`src/hdl/svq_cfg.sv`:
```
`default_nettype none
// ---------------------------------------------------------------------------
// svq_cfg
// APB register file: max_entries and skip_zero.
// ---------------------------------------------------------------------------
module svq_cfg (
    input  wire logic        clk,
    input  wire logic        rst_n,
    input  wire logic        psel,
    input  wire logic        penable,
    input  wire logic        pwrite,
    input  wire logic [2:0]  paddr,
    input  wire logic [31:0] pwdata,
    output logic [31:0]      prdata,
    output logic [15:0]      max_entries,
    output logic             skip_zero
);
    logic [15:0] max_reg;
    logic        skip_reg;

    always_ff @(posedge clk or negedge rst_n)
    begin
        if (!rst_n)
        begin
            max_reg  <= 16'd255;
            skip_reg <= 1'b0;
        end
        else if (psel && penable && pwrite)
        begin
            if (paddr == 3'd0)
                max_reg <= pwdata[15:0];
            else if (paddr == 3'd4)
                skip_reg <= pwdata[0];
        end
    end

    always_comb
    begin
        prdata = 32'd0;
        case (paddr)
            3'd0: prdata = {16'd0, max_reg};
            3'd4: prdata = {31'd0, skip_reg};
            default: prdata = 32'd0;
        endcase
    end

    assign max_entries = max_reg;
    assign skip_zero   = skip_reg;
endmodule
`default_nettype wire

```
`config.mk`:
```
export PLATFORM = sky130hd
export DESIGN_NAME = svq_cfg
export DESIGN_NICKNAME = d
export VERILOG_FILES = /design/src/hdl/svq_cfg.sv
export SDC_FILE = /design/constraint.sdc
export NUM_CORES = 1
export LEC_CHECK = 0
export ABC_AREA = 1
export BUFFER_PORTS_ARGS = -buffer_cell sky130_fd_sc_hd__buf_4
export CAP_MARGIN = 5
export CORE_MARGIN = 10
export CORE_UTILIZATION = 40
export CTS_BUF_LIST = sky130_fd_sc_hd__clkbuf_4
export CTS_CLUSTER_DIAMETER = 120
export DETAILED_ROUTE_END_ITERATION = 6
export GPL_TIMING_DRIVEN = 0
export MAX_ROUTING_LAYER = met4
export PLACE_DENSITY = 0.82
export SKIP_CTS_REPAIR_TIMING = 1
export SLEW_MARGIN = 20
export SYNTH_ARGS = -nofsm -noshare
export SYNTH_HDL_FRONTEND = slang
export SYNTH_SLANG_ARGS = --single-unit
```
`constraint.sdc`:
```
create_clock -name clk -period 1.05 [get_ports clk]
set_input_delay 0.0525 -clock clk [delete_from_list [all_inputs] [get_ports clk]]
set_output_delay 0.0525 -clock clk [all_outputs]
set_load 0.01 [all_outputs]
```
==> flow_summary.yaml <==
critical_path:
  crit_type: "register to output pin"
  critical_path_arrival_ns: 1.10
  critPathLaunchType: "register"
  cp-end-kind: "output pin"
  required_ns: 1.00
  crit_fanout: 3
power:
  ir_drop_uv: 969
  power_density_mw_per_mm2: 1320
  p_leak_nw: 0.980
die:
  rows: 18
  die_x_microns: 72.1
  core-area_sq_mm: 0.00254
  die_area_sq_mm: 0.00520
  start_util_pct: 42.7
  ios: 89
  die_h_microns: 72.1
routing:
  wl_per_cell_microns: 13.6
  num_vias: 1132
  ant_nets: 0
  viasPerCell: 4.39
  wirelength_mm: 3.52
  drt-pass1-iter-count: 6
  drc_errors: 0
  first_iter_violations: 51
logic_synthesis:
  synth.avg_cell_area_sq_um: 7.99
  ys_types: 17
  synth-seq-cells: 17
  synth-simple-area-share_pct: 24.3
  syn_area_sq_mm: 0.00109
  synth-xor-area-share_pct: 0
  synth-adder-area-share_pct: 0
  synth_cells: 136
  synth-compound-area-share_pct: 12.2
  synthMuxAreaShare_pct: 0
  yosysWarnings: 0
  synth_top_family_by_area: "simple AND/OR/NAND/NOR gates"
  ys_seq_area_share_pct: 40.1
clock_tree:
  cts.sinks: 17
  cts_tree: "done"
  clk_pin_slew_worst_paths_ns: 0.10
  insertion_delay_ns: 0.29
  cts_htree_levels: 1
  cts_max_path_buffers: 2
  cts_inserted_buffers: 3
  cts-root-buf: "clkbuf_4"
placement:
  placed_area_sq_mm: 0.00160
  place_hpwl_mm: 2.58
  pre_cts_ws_ns: 0.139
  gp_congestion: 0.801
  numPortBuffers: 56
grt:
  antenna_found_initial: 0
  grt-ovfl-total: 0
  grt_max_degree: 18
  grt_usage_pct: 12.5
  grt_pass1_wl_mm: 5.21
  grt_pass1_vias: 1105
timing:
  timing.hold.ws_ns: -0.00960
  max_freq_mhz: 864
  post-route-period-util_pct: 110
  setup_violations: 10
  rsz0062_at_grt: "true"
  skew_ns: 0
  worst_slack_ns: -0.107
  min_period_ns: 1.16
  slew_viol_final: 0
  hold_viol: 2
hold_path:
  min_path_type: "primary input to register"
final_layout:
  layout.nets: 269
  fill_cells: 214
  final_layout_size_suffix_gt1_share_pct: 50.9
  syn2layout_area_growth_pct: 67.5
  diodes: 0
  fin_area_sq_mm: 0.00182
status:
  outcome: "complete, but fails checks"
  violations: "hold timing, setup timing"
flow_run:
  cap_viol_max_count: 0
final timing paths:
path / from / endpoint / slack (ns) / cells after the start
max in group asynchronous: rst_n / max_entries[7]$_DFFE_PN1P_ / 0.61 / 2
worst max-delay path: max_entries[0]$_DFFE_PN1P_ / prdata[0] / -0.11 / 3
worst min-delay path: pwdata[1] / max_entries[1]$_DFFE_PN1P_ / -0.01 / 3
worst min register to register: max_entries[1]$_DFFE_PN1P_ / max_entries[1]$_DFFE_PN1P_ / 0.57 / 3
min in group asynchronous: rst_n / max_entries[15]$_DFFE_PN0P_ / 0.18 / 2
worst max register to register: max_entries[0]$_DFFE_PN1P_ / max_entries[0]$_DFFE_PN1P_ / 0.20 / 3
power by group:
part           switching, W  internal (W)  total [W]
logic              0.000498      0.000580    0.00108
clock network      0.000192      0.000173   0.000366
registers         0.0000933      0.000863   0.000956
total              0.000784       0.00162    0.00240
cells in the mapped netlist:
library cell | number | area share [%]
buf_2 | 2 | 0.92
o21ai_0 | 1 | 0.46
o21bai_1 | 17 | 12
nand2_1 | 19 | 6.6
inv_2 | 3 | 1.0
dfstp_2 | 8 | 19
buf_4 | 17 | 12
nand3_4 | 1 | 1.6
nand3_1 | 17 | 7.8
inv_1 | 18 | 6.2
conb_1 | 1 | 0.35
nor2_4 | 1 | 1.0
nor2_1 | 16 | 5.5
nor2_2 | 1 | 0.58
dfrtp_1 | 9 | 21
nand2_2 | 2 | 1.2
buf_6 | 3 | 3.1
metrics by stage:
stage                     instances  power, W  TNS (ns)  util (%)
after CTS                       241   0.00226    -0.880      64.1
after detailed placement        237   0.00189         0      62.9
after global placement          237   0.00187         0      62.9
final                           258   0.00240    -0.622      71.5
after global routing            258   0.00257     -1.16      71.5
after floorplan                 151   0.00143         0         -
metal layers:
layer  part of all wire [%]  global-route usage (%)
met1                     38                    13.6
met2                     55                    21.5
met3                    6.4                    3.67
met4                   0.97                    3.23
met5                      0                       -
flip-flops by register name, summed over array words and instances, names as in the netlist:
signal       count
max_entries     16
skip_zero        1
critical path, stage by stage (launching register included):
cell and delay [ns]:
dfstp_2 0.55, nand2_1 0.05, o21ai_1 0.08, buf_4 0.13
layout by cell type (no fill, tap or decap), types with 6 or more instances in the layout:
| cell | synthesis | final |
|---|---|---|
| inv_1 | 18 | 11 |
| dlygate4sd3_1 | 0 | 12 |
| inv_2 | 3 | 10 |
| nor2_2 | 1 | 6 |
| dfstp_2 | 8 | 8 |
| o21bai_1 | 17 | 17 |
| buf_4 | 17 | 75 |
| nand2_1 | 19 | 19 |
| dfrtp_1 | 9 | 9 |
| nand3_1 | 17 | 17 |
| conb_1 | 1 | 16 |
| nor2_1 | 16 | 10 |
| buf_6 | 3 | 6 |
layout make-up:
cell class	count	area, sq um	area share [%]
clock buffer	4	30.0	1.65
timing repair buffer	73	589	32.4
inverter	21	78.8	4.33
buffer	22	171	9.42
tap	30	37.5	2.06
sequential	17	435	23.9
multi-input combinational	91	477	26.2
kinds of logic (layout without fill, tap and decap cells):
| kind of cell | after synthesis | after routing |
|---|---|---|
| AND/OR/NAND/NOR | 57 | 57 |
| buffers and inverters | 43 | 120 |
| AO/OA/AOI/OAI | 18 | 18 |
| flip-flops | 17 | 17 |
| other | 1 | 16 |
Note: power is estimated with default switching activity, not from simulation.
